==> src/sv/bmf_pkg.sv <==
package bmf_pkg;

  localparam int unsigned MAX_WIDTH  = 1024;
  localparam int unsigned MAX_HEIGHT = 1024;

  // Register field width of image_width and image_height
  localparam int unsigned DIM_W = 11;

  // Column index into the line memory, row counter up to height + 1
  localparam int unsigned COL_W = (MAX_WIDTH > 1) ? $clog2(MAX_WIDTH) : 1;
  localparam int unsigned ROW_W = $clog2(MAX_HEIGHT + 2);

  localparam int unsigned CFG_IDX_W = 1;

  typedef enum logic [CFG_IDX_W-1:0] {
    CFG_IMAGE_WIDTH  = 1'b0,
    CFG_IMAGE_HEIGHT = 1'b1
  } cfg_idx_e;

  typedef enum logic {
    REQ_PIXEL = 1'b0,
    REQ_FLUSH = 1'b1
  } req_type_e;

  // One raster step on its way from the line memory read to the vote
  typedef struct packed {
    logic [COL_W-1:0] col;
    logic             pix;        // raw pixel, masked by vld_cur
    logic             vld_cur;    // current row lies in the frame
    logic             vld_above;  // row above lies in the frame
    logic             vld_above2; // row two above lies in the frame
    logic             col_zero;   // step at column zero: vote on old window only
    logic             emit;
    logic             frame_end;
  } bmf_step_t;

endpackage

==> src/sv/bmf_in_if.sv <==
interface bmf_in_if;
  logic valid;
  logic ready;
  logic req_type;
  logic pixel_in;

  modport source (output valid, output req_type, output pixel_in, input ready);
  modport sink (input valid, input req_type, input pixel_in, output ready);
endinterface

==> src/sv/bmf_out_if.sv <==
interface bmf_out_if;
  logic valid;
  logic ready;
  logic pixel_out;
  logic row_end;
  logic frame_end;

  modport source (output valid, output pixel_out, output row_end, output frame_end,
                  input ready);
  modport sink (input valid, input pixel_out, input row_end, input frame_end,
                output ready);
endinterface

==> src/sv/bmf_line_mem.sv <==
module bmf_line_mem import bmf_pkg::*; (
  input  logic             clk_i,
  input  logic             rd_en_i,
  input  logic [COL_W-1:0] rd_addr_i,
  input  logic             wr_en_i,
  input  logic [COL_W-1:0] wr_addr_i,
  input  logic [1:0]       wr_data_i,
  output logic [1:0]       rd_data_o
);

  // bit 0: pixel one row up, bit 1: pixel two rows up
  logic [1:0] mem_q [MAX_WIDTH];
  logic [1:0] rd_q;

  always_ff @(posedge clk_i) begin
    if (wr_en_i) begin
      mem_q[wr_addr_i] <= wr_data_i;
    end
    if (rd_en_i) begin
      // bypass the write landing on the same column in this cycle
      if (wr_en_i && (wr_addr_i == rd_addr_i)) begin
        rd_q <= wr_data_i;
      end else begin
        rd_q <= mem_q[rd_addr_i];
      end
    end
  end

  assign rd_data_o = rd_q;

endmodule

==> src/sv/bmf_window.sv <==
module bmf_window import bmf_pkg::*; (
  input  logic      clk_i,
  input  logic      rst_ni,
  input  logic      adv_i,
  input  bmf_step_t step_i,
  input  logic      above_i,
  input  logic      above2_i,
  output logic      pixel_o
);

  // Two stored columns, bit 0 current row, bit 1 above, bit 2 two above
  logic [2:0] left_ones_q, left_vld_q, mid_ones_q, mid_vld_q;
  logic [2:0] cur_ones, cur_vld;
  logic [8:0] all_ones, all_vld;
  logic [3:0] n_ones, n_size;

  function automatic logic [3:0] popcount9(input logic [8:0] v);
    logic [3:0] acc;
    acc = 4'd0;
    for (int i = 0; i < 9; i++) begin
      acc = acc + {3'd0, v[i]};
    end
    return acc;
  endfunction

  assign cur_vld  = {step_i.vld_above2, step_i.vld_above, step_i.vld_cur};
  assign cur_ones = {above2_i, above_i, step_i.pix} & cur_vld;

  // At column zero the vote is for the previous row's last pixel: no right column
  assign all_ones = {left_ones_q, mid_ones_q, step_i.col_zero ? 3'b000 : cur_ones};
  assign all_vld  = {left_vld_q, mid_vld_q, step_i.col_zero ? 3'b000 : cur_vld};

  assign n_ones = popcount9(all_ones);
  assign n_size = popcount9(all_vld);

  // one exactly when zeros <= size / 2
  assign pixel_o = ({1'b0, n_size} <= {n_ones, 1'b0});

  always_ff @(posedge clk_i or negedge rst_ni) begin
    if (!rst_ni) begin
      left_vld_q  <= 3'b000;
      left_ones_q <= 3'b000;
      mid_vld_q   <= 3'b000;
      mid_ones_q  <= 3'b000;
    end else if (adv_i) begin
      if (step_i.col_zero) begin
        // drop the previous row's columns off the left edge
        left_vld_q  <= 3'b000;
        left_ones_q <= 3'b000;
      end else begin
        left_vld_q  <= mid_vld_q;
        left_ones_q <= mid_ones_q;
      end
      mid_vld_q  <= cur_vld;
      mid_ones_q <= cur_ones;
    end
  end

endmodule

==> src/sv/binary_median_filter_3x3_top.sv <==
// Channel  | Dir | Fields                          | Handshake
// item_i   | in  | req_type, pixel_in              | valid/ready
// result_o | out | pixel_out, row_end, frame_end   | valid/ready
// cfg      | in  | cfg_idx_i, cfg_wdata_i          | cfg_we_i, no wait
//
// One item per cycle unless the result stalls; the result for a pixel leaves when
// the pixel one row plus one column later is taken, via the line memory read,
// then the vote into the output register. A frame of height one takes a step
// with no item, ready low, when its last pixel is in. Reset needs no memory pass.
// A stalled result holds the vote stage; one more item is still taken behind it.
module binary_median_filter_3x3_top import bmf_pkg::*; (
  input  logic                 clk_i,
  input  logic                 rst_ni,
  bmf_in_if.sink               item_i,
  bmf_out_if.source            result_o,
  input  logic                 cfg_we_i,
  input  logic [CFG_IDX_W-1:0] cfg_idx_i,
  input  logic [DIM_W-1:0]     cfg_wdata_i
);

  logic [DIM_W-1:0] width_q, height_q;
  logic [COL_W-1:0] col_q, col_d, last_col;
  logic [ROW_W-1:0] row_q, row_d, h_row, h_row1;

  logic      real_phase, fill_step, slot_free, take, step;
  logic      s1_valid_q, s1_adv;
  bmf_step_t s1_q, s1_d;

  logic [1:0] rd_data;
  logic       vote;

  logic out_valid_q, pixel_out_q, row_end_q, frame_end_q;

  function automatic logic [DIM_W-1:0] clamp_dim(input logic [DIM_W-1:0] v,
                                                 input logic [DIM_W-1:0] maxv);
    logic [DIM_W-1:0] r;
    if (v == '0) begin
      r = DIM_W'(1);
    end else if (v > maxv) begin
      r = maxv;
    end else begin
      r = v;
    end
    return r;
  endfunction

  assign h_row    = ROW_W'(height_q);
  assign h_row1   = h_row + ROW_W'(1);
  assign last_col = COL_W'(width_q - DIM_W'(1));

  // Rows at or past height are flush rows: every item advances the scan
  assign real_phase = (row_q < h_row);
  // Height one: row one, column zero yields no result, so take it without an item
  assign fill_step  = (height_q == DIM_W'(1)) && (row_q == ROW_W'(1)) && (col_q == '0);

  assign s1_adv    = s1_valid_q && (!s1_q.emit || !out_valid_q || result_o.ready);
  assign slot_free = !s1_valid_q || s1_adv;

  assign item_i.ready = slot_free && !fill_step;
  assign take = item_i.valid && item_i.ready;
  assign step = slot_free &&
                (fill_step || (take && (!real_phase || (item_i.req_type == REQ_PIXEL))));

  always_comb begin
    col_d = col_q;
    row_d = row_q;
    if (row_q == h_row1) begin
      col_d = '0;
      row_d = '0;
    end else if (col_q == last_col) begin
      col_d = '0;
      row_d = row_q + ROW_W'(1);
    end else begin
      col_d = col_q + COL_W'(1);
    end
  end

  always_comb begin
    s1_d.col        = col_q;
    s1_d.pix        = item_i.pixel_in;
    s1_d.vld_cur    = (row_q < h_row);
    s1_d.vld_above  = (row_q != '0) && (row_q <= h_row);
    s1_d.vld_above2 = (row_q >= ROW_W'(2)) && (row_q <= h_row1);
    s1_d.col_zero   = (col_q == '0);
    s1_d.emit       = (col_q == '0) ? (row_q >= ROW_W'(2)) : (row_q != '0);
    s1_d.frame_end  = (col_q == '0) && (row_q == h_row1);
  end

  always_ff @(posedge clk_i or negedge rst_ni) begin
    if (!rst_ni) begin
      width_q  <= DIM_W'(MAX_WIDTH);
      height_q <= DIM_W'(MAX_HEIGHT);
      col_q    <= '0;
      row_q    <= '0;
    end else if (cfg_we_i) begin
      // any write restarts the frame
      unique case (cfg_idx_e'(cfg_idx_i))
        CFG_IMAGE_WIDTH:  width_q  <= clamp_dim(cfg_wdata_i, DIM_W'(MAX_WIDTH));
        CFG_IMAGE_HEIGHT: height_q <= clamp_dim(cfg_wdata_i, DIM_W'(MAX_HEIGHT));
        default: ;
      endcase
      col_q <= '0;
      row_q <= '0;
    end else if (step) begin
      col_q <= col_d;
      row_q <= row_d;
    end
  end

  always_ff @(posedge clk_i or negedge rst_ni) begin
    if (!rst_ni) begin
      s1_valid_q <= 1'b0;
    end else if (step) begin
      s1_valid_q <= 1'b1;
    end else if (s1_adv) begin
      s1_valid_q <= 1'b0;
    end
  end

  always_ff @(posedge clk_i) begin
    if (step) begin
      s1_q <= s1_d;
    end
  end

  // Entry of a column shifts down one row as each new pixel of that column passes
  bmf_line_mem u_line_mem (
    .clk_i     (clk_i),
    .rd_en_i   (step),
    .rd_addr_i (col_q),
    .wr_en_i   (s1_adv),
    .wr_addr_i (s1_q.col),
    .wr_data_i ({rd_data[0], s1_q.pix}),
    .rd_data_o (rd_data)
  );

  bmf_window u_window (
    .clk_i    (clk_i),
    .rst_ni   (rst_ni),
    .adv_i    (s1_adv),
    .step_i   (s1_q),
    .above_i  (rd_data[0]),
    .above2_i (rd_data[1]),
    .pixel_o  (vote)
  );

  always_ff @(posedge clk_i or negedge rst_ni) begin
    if (!rst_ni) begin
      out_valid_q <= 1'b0;
    end else if (s1_adv && s1_q.emit) begin
      out_valid_q <= 1'b1;
    end else if (result_o.ready) begin
      out_valid_q <= 1'b0;
    end
  end

  always_ff @(posedge clk_i) begin
    if (s1_adv && s1_q.emit) begin
      pixel_out_q <= vote;
      row_end_q   <= s1_q.col_zero;
      frame_end_q <= s1_q.frame_end;
    end
  end

  assign result_o.valid     = out_valid_q;
  assign result_o.pixel_out = pixel_out_q;
  assign result_o.row_end   = row_end_q;
  assign result_o.frame_end = frame_end_q;

endmodule
==> src/flat_wrapper.sv <==
// flat-port wrapper written by rule: the top's interface ports become plain ports
module binary_median_filter_3x3_top_flat import bmf_pkg::*;
  (clk_i, rst_ni, cfg_we_i, cfg_idx_i, cfg_wdata_i, item_i_valid, item_i_req_type, item_i_pixel_in, item_i_ready, result_o_valid, result_o_pixel_out, result_o_row_end, result_o_frame_end, result_o_ready);
  bmf_in_if item_i_i ();
  bmf_out_if result_o_i ();
  input  logic clk_i;
  input  logic rst_ni;
  input  logic cfg_we_i;
  input  logic [CFG_IDX_W-1:0] cfg_idx_i;
  input  logic [DIM_W-1:0] cfg_wdata_i;
  input wire logic [$bits(item_i_i.valid)-1:0] item_i_valid;
  input wire logic [$bits(item_i_i.req_type)-1:0] item_i_req_type;
  input wire logic [$bits(item_i_i.pixel_in)-1:0] item_i_pixel_in;
  output wire logic [$bits(item_i_i.ready)-1:0] item_i_ready;
  output wire logic [$bits(result_o_i.valid)-1:0] result_o_valid;
  output wire logic [$bits(result_o_i.pixel_out)-1:0] result_o_pixel_out;
  output wire logic [$bits(result_o_i.row_end)-1:0] result_o_row_end;
  output wire logic [$bits(result_o_i.frame_end)-1:0] result_o_frame_end;
  input wire logic [$bits(result_o_i.ready)-1:0] result_o_ready;
  assign item_i_i.valid = item_i_valid;
  assign item_i_i.req_type = item_i_req_type;
  assign item_i_i.pixel_in = item_i_pixel_in;
  assign item_i_ready = item_i_i.ready;
  assign result_o_valid = result_o_i.valid;
  assign result_o_pixel_out = result_o_i.pixel_out;
  assign result_o_row_end = result_o_i.row_end;
  assign result_o_frame_end = result_o_i.frame_end;
  assign result_o_i.ready = result_o_ready;
  binary_median_filter_3x3_top u_core (.clk_i(clk_i), .rst_ni(rst_ni), .item_i(item_i_i), .result_o(result_o_i), .cfg_we_i(cfg_we_i), .cfg_idx_i(cfg_idx_i), .cfg_wdata_i(cfg_wdata_i));
endmodule
==> config.mk <==
export PLATFORM = sky130hd
export DESIGN_NAME = binary_median_filter_3x3_top_flat
export DESIGN_NICKNAME = d
export VERILOG_FILES = /design/src/sv/bmf_pkg.sv /design/src/sv/bmf_in_if.sv /design/src/sv/bmf_out_if.sv /design/src/sv/bmf_line_mem.sv /design/src/sv/bmf_window.sv /design/src/sv/binary_median_filter_3x3_top.sv /design/src/flat_wrapper.sv
export SDC_FILE = /design/constraint.sdc
export NUM_CORES = 2
export LEC_CHECK = 0
export BUFFER_PORTS_ARGS = -buffer_cell sky130_fd_sc_hd__buf_2
export CAP_MARGIN = 0
export CORE_AREA = 2 2 424 426
export DETAILED_ROUTE_END_ITERATION = 16
export DIE_AREA = 0 0 426 428
export HOLD_SLACK_MARGIN = 0.15
export PLACE_DENSITY = 0.7
export REMOVE_ABC_BUFFERS = 1
export SKIP_LAST_GASP = 1
export SYNTH_ARGS = -nofsm -noshare
export SYNTH_HDL_FRONTEND = slang
export SYNTH_SLANG_ARGS = --single-unit
==> constraint.sdc <==
create_clock -name clk_i -period 27.9 [get_ports clk_i]
set_input_delay 5.58 -clock clk_i [delete_from_list [all_inputs] [get_ports clk_i]]
set_output_delay 5.58 -clock clk_i [all_outputs]
set_load 0.03 [all_outputs]
# Word level (Yosys, flattened, before mapping)
# Memory sizes are Yosys's and may differ from the RTL's. A register that Yosys moved wholly into a read port is not among the register bits.
# Cells that the tools add are included.
# totals
mem_count,1
out_inout_bits,5
mem_bits_rw,2048
register_bits,76
# classes
eq_ne,4
n_bitwise,3
mux,21
n_reduce_logical,31
add_sub_neg,20
n_lt_le_gt_ge,6
# memory_table
memory,depth,width,read_ports,rd_clocked_by_memory_dff,wr,line,text
u_core.u_line_mem.mem_q,1024,2,1,1,1,bmf_line_mem.sv:12,logic [1:0] mem_q [MAX_WIDTH];
# op_table
cell,count
$mux 11,6
$add 4x1->4,10
$mux 10,4
$add 11x1->11 const B,2
$eq 11x1->1 const B,2
$le 11x11->1,2
$mux 3,4
$eq 11x11->1,1
$ge 11x2->1 const B,1
$gt 11x11->1 const B,1
$logic_and 1x1->1,11
$logic_not 11->1,1
$lt 11x11->1,1
$reduce_bool 11->1,1
$add 10x1->10 const B,1
$eq 10x10->1,1
$logic_not 10->1,1
$sub 10x1->10 const B,1
$add 3x1->4,2
$mux 1,7
$add 2x1->3,2
$reduce_and 2->1,3
$reduce_bool 2->1,3
$le 4x5->1,1
other kinds (6),16

# Depth between registers and ports, before layout
# logic_depth
ltp_word,12
depth_mapped,15
ltp_nobuf,13

# By module
# A second synthesis with hierarchy kept.
# unflattened
cells_unflattened,5343
hier_area_um2,89131.7
# modules_own_cells
mod,cells_per_inst,seq_area_each_um2,area_each_um2,n_inst
bmf_line_mem,4816,61559.0,84130.7,1
binary_median_filter_3x3_top,437,1702.9,4078.9,1
bmf_window,90,300.3,922.1,1

# Worst setup path after synthesis
# Ideal clock, no wire load.
# synth_timing
kind,reg-to-reg
start,"register u_core.u_line_mem.rd_q[0], in the netlist u_core.u_line_mem.rd_data_o[0], read port of u_core.u_line_mem.mem_q"
end,"register u_core.pixel_out_q, in the netlist u_core.result_o.pixel_out (data pin)"
path_stages_with_launch,12
setup_slack_ns,12.581
synth_period_minus_slack_ns,15.319
arrival_time_ns,15.156
setup_time_ns,0.163
path_cell_list,edfxtp_1 > and2_1 > fa_1 > inv_1 > fa_1 > inv_1 > fa_1 > inv_1 > ha_1 > nor2b_1 > o21a_1 > o221ai_1
# synth_via
elab_chain_len,11
# synth_lines
element,line,text
"start, declared",bmf_line_mem.sv:13,logic [1:0] rd_q;
$and 3x3->3,bmf_window.sv:27,"assign cur_ones = {above2_i, above_i, step_i.pix} & cur_vld;"
$mux 3,bmf_window.sv:30,"assign all_ones = {left_ones_q, mid_ones_q, step_i.col_zero ? 3'b000 : cur_ones};"
$add 1x1->2,bmf_window.sv:21,"acc = acc + {3'd0, v[i]};"
$add 2x1->3,bmf_window.sv:21,
$add 3x1->4,bmf_window.sv:21,
$add 4x1->4 (5 in series),bmf_window.sv:21,
$le 4x5->1,bmf_window.sv:37,"assign pixel_o = ({1'b0, n_size} <= {n_ones, 1'b0});"
net u_core.u_window.pixel_o,bmf_window.sv:8,output logic pixel_o
"end signal, assigned",binary_median_filter_3x3_top.sv:159,pixel_out_q <= vote;
"end, declared",binary_median_filter_3x3_top.sv:32,"logic out_valid_q, pixel_out_q, row_end_q, frame_end_q;"
# The timed path passes the listed nets, and every way through them passes these cells.
# A chain may end at the register's enable or synchronous reset.

# Worst setup path after layout
# layout_timing
start,input result_o_ready
end,output item_i_ready
# layout_via
elab_chain_len,4
# layout_lines
element,line,text
"start, declared",flat_wrapper.sv:19,input wire logic [$bits(result_o_i.ready)-1:0] result_o_ready;
$logic_or 1x1->1,binary_median_filter_3x3_top.sv:56,assign s1_adv = s1_valid_q && (!s1_q.emit || !out_valid_q || result_o.ready);
$logic_and 1x1->1,binary_median_filter_3x3_top.sv:56,
$logic_or 1x1->1,binary_median_filter_3x3_top.sv:57,assign slot_free = !s1_valid_q || s1_adv;
$logic_and 1x1->1,binary_median_filter_3x3_top.sv:59,assign item_i.ready = slot_free && !fill_step;
"end, declared",flat_wrapper.sv:14,output wire logic [$bits(item_i_i.ready)-1:0] item_i_ready;
# Every way passes these cells.

==> results.toml <==
[global_route]
antenna_found_initial = 9
use_met3_pct = 5.875
first_global_vias = 49160
grt.busiest_layer = "met2"
grt_first_pass_wirelength_um = 327800
grt_overflow = 0
grt_use_met2_pct = 39.66
grt_max_degree = 262
grt.total_usage_pct = 24.66
use_met1_pct = 33.09

[cts]
clkTransAtPathRegs_ns = 0.06
postCtsResizedCells = 0
postCtsSetupRepairBufs = 0
holdBufCountCts = 0
clk_root_buffer_cell = "clkbuf_16"
cts.sinks = 2126
clkLatencyLatePin_ns = 0.85
cts_buffers = 202
clock_path_buffers = 3
cts_tree = "built"
cts_max_level = 4

[timing]
min_period_over_period_pct = 43.14
tightest_slew_ns = 1.286
finalHoldViolations = 0
fin_skew_ns = 0.03691
setup_viol = 0
timing.hold.ws_ns = 0.4337
fmax_mhz = 83.08
slew_viol_final = 0
rsz0062_at_grt = "false"
tns_ns = 0
slew_headroom_pct = 14.10
min_period_ns = 12.04

[final_layout]
final_area_um2 = 96800
fillerInstances = 13790
areaGrowthSynthToFinish_pct = 9.724
nets = 5245
seq_area_um2 = 63580
multi_input_area_um2 = 22580
drive_gt1_share_pct = 18.17
post-route-util_pct = 54.49

[detailed_routing]
ant_nets = 0
drt_wl_total_um = 225800
wl_per_cell_um = 29.32
vias = 48820
drt_iter0_drc = 6515
firstDrtPassIters = 8
viasPerCell = 6.338
remaining_drc_errors = 0

[synthesis]
synth-async-reset-ratio_pct = 2.634
synthDistinctLibCells = 82
synthFlopType = "edfxtp_1"
synth-edff-count = 2070
yosys_warnings = 0
netlist_area_um2 = 88220
yosysSeqAreaShare_pct = 72.05
syn_inst = 5244
avgSynthCellArea_um2 = 16.82
synth_seq_cells = 2126

[setup_path]
startpoint_type = "input pin"
r2r-start = "u_core.col_q[3]$_DFFE_PN0P_"
worstPathArrival_ns = 6.46
slowest_stage = "and3_1"
worstPathCellList = "buf_2 -> nor2b_1 -> and3_1 -> nor2b_1 -> buf_2"
timing_worst_setup_path_type = "in -> out"
reg2reg_slack_ns = 22.12
path_max_fanout = 3
crit_path_max_incr_delay_ns = 0.30
end_kind = "output port"
cp.required_ns = 22.32
worstReg2RegEnd = "u_core.u_line_mem.rd_data_o[0]$_DFFE_PP_"
ff2ff_path_depth = 11

[pwr]
ir_drop_uv = 72.63
total_power_w = 0.007483
intPower_w = 0.005599
p_leak_nw = 29.33
seqPwrFrac_pct = 48.4
clkPwrFrac_pct = 35.7
switching_share_pct = 25.18
power_density_nw_per_um2 = 77.31
pwr-share-comb_pct = 15.9
power.switching_w = 0.001885

[min_path]
hp-start = "u_core.s1_q[0]$_DFFE_PP_"
hold_depth = 0
holdPathEnd = "u_core.result_o.frame_end$_DFFE_PP_"
hp-class = "reg -> reg"

[place]
placement.cell_area_um2 = 90410
dp_hpwl_um = 123600
io_buffers = 23
place_congestion = 0.8582

[run_status]
run_status = "complete, no violations"

[die]
ioPinCount = 24
dieWidth_um = 426
start_util_pct = 49.66
die_area_um2 = 182300
fp.coreArea_um2 = 177600
num_rows = 155
die_h_um = 428

[run]
drv_cap = 0
critical path: cells and delay by family:
kind / cells / cell delay, ns
buffers and inverters: 2 / 0.28
and+or+nand+nor: 3 / 0.59
Yosys cell counts (11+ instances only):
library cell  instances  area share [%]
buf_2                67            0.38
a21oi_1              69            0.39
clkbuf_1            241             1.0
dfrtp_1              55             1.6
buf_1                33            0.14
xnor2_1              26            0.26
buf_4                33            0.28
a221oi_1             27            0.27
o21ai_0              57            0.32
nor2_1             1074             4.6
mux2_2               11            0.14
buf_6                37            0.47
nand4_1              22            0.16
o31ai_1              16            0.14
a22oi_1             169             1.4
inv_1                50            0.21
mux4_2              455              12
o22ai_1              17            0.12
nand2b_1             20            0.14
and3_1               15            0.11
nand3_1              45            0.26
nand2_1             184            0.78
mux2i_1             141             1.6
nor3_1               20            0.11
ha_1                 38            0.54
a22o_1               29            0.29
edfxtp_1           2070              70
o21ai_1              11           0.062
nor2b_1              25            0.18
flip-flops by register name (all words and copies together), names as in the netlist:
| register | flops |
|---|---|
| u_core.row_q | 11 |
| u_core.result_o.frame_end | 1 |
| u_core.s1_q | 17 |
| u_core.result_o.valid | 1 |
| u_core.result_o.pixel_out | 1 |
| u_core.u_line_mem.mem_q | 2048 |
| u_core.u_window.mid_vld_q | 3 |
| u_core.col_q | 10 |
| u_core.u_window.left_vld_q | 3 |
| u_core.width_q | 10 |
| u_core.result_o.row_end | 1 |
| u_core.u_window.mid_ones_q | 3 |
| u_core.u_window.left_ones_q | 3 |
| u_core.h_row | 11 |
| u_core.s1_valid_q | 1 |
| u_core.u_line_mem.rd_data_o | 2 |
cell type report:
class	instances	area share, %
Multi-Input combinational cell	2650	23.33
Clock inverter	117	1.051
Antenna cell	5	0.01293
Clock buffer	252	5.535
Tap cell	2355	3.044
Sequential cell	2126	65.68
Inverter	53	0.2055
Timing Repair Buffer	145	1.143
how the worst max path moves through the flow:
| stage | to | slack [ns] | from | depth (start not counted) |
|---|---|---|---|---|
| after floorplan | item_i_ready | -1.10 | u_core.col_q[0]$_DFFE_PN0P_ | 5 |
| after global placement | item_i_ready | 15.84 | result_o_ready | 5 |
| after detailed placement | item_i_ready | 15.88 | result_o_ready | 5 |
| after CTS | item_i_ready | 15.87 | result_o_ready | 5 |
| after global routing | item_i_ready | 15.81 | result_o_ready | 5 |
| final | item_i_ready | 15.86 | result_o_ready | 5 |
power by group through the flow:
stage                     clock (W)  sequential (W)  combinational [W]
after floorplan                   0         0.00397            0.00137
after global placement            0         0.00369            0.00116
after detailed placement          0         0.00369            0.00118
after CTS                   0.00269         0.00362            0.00119
after global routing        0.00282         0.00363            0.00127
final                       0.00267         0.00362            0.00119
per-layer routing:
metal,up-vias,wire length [um],part of all wire (%)
li1,20260,-,-
met1,25410,84690,38
met2,2691,109700,49
met3,450,23530,10
met4,4,7914,3.5
met5,-,27,0.012
metrics by stage:
step                setup WS (ns)  std cells
global placement            15.84       7329
detailed placement          15.88       7329
global route                15.81       7699
floorplan                  -1.097       4829
CTS                         15.87       7698
finish                      15.86       7703
cells by family after synthesis:
family | Yosys count | synth area share (%)
adders and majority gates | 48 | 0.7659
buffers and inverters | 468 | 2.615
AOI/OAI and AO/OA | 495 | 4.048
DFF | 2126 | 72.05
muxes | 607 | 13.36
and+or+nand+nor | 1471 | 6.875
xor gates and xnor gates | 29 | 0.2879
placed cells by master (no fill, tap or decap), drive strengths merged, types with 38 or more instances in the layout:
cell | synthesis | final
mux2i | 141 | 141
o21ai | 68 | 68
nand3 | 46 | 46
a22oi | 170 | 170
nor2 | 1076 | 1076
mux4 | 455 | 455
clkinv | 2 | 91
a21oi | 69 | 69
edfxtp | 2070 | 2070
dfrtp | 55 | 55
clkbuf | 241 | 252
nand2 | 184 | 184
buf | 174 | 145
ha | 38 | 38
inv | 51 | 56
Power figures use the tool's default switching activity.
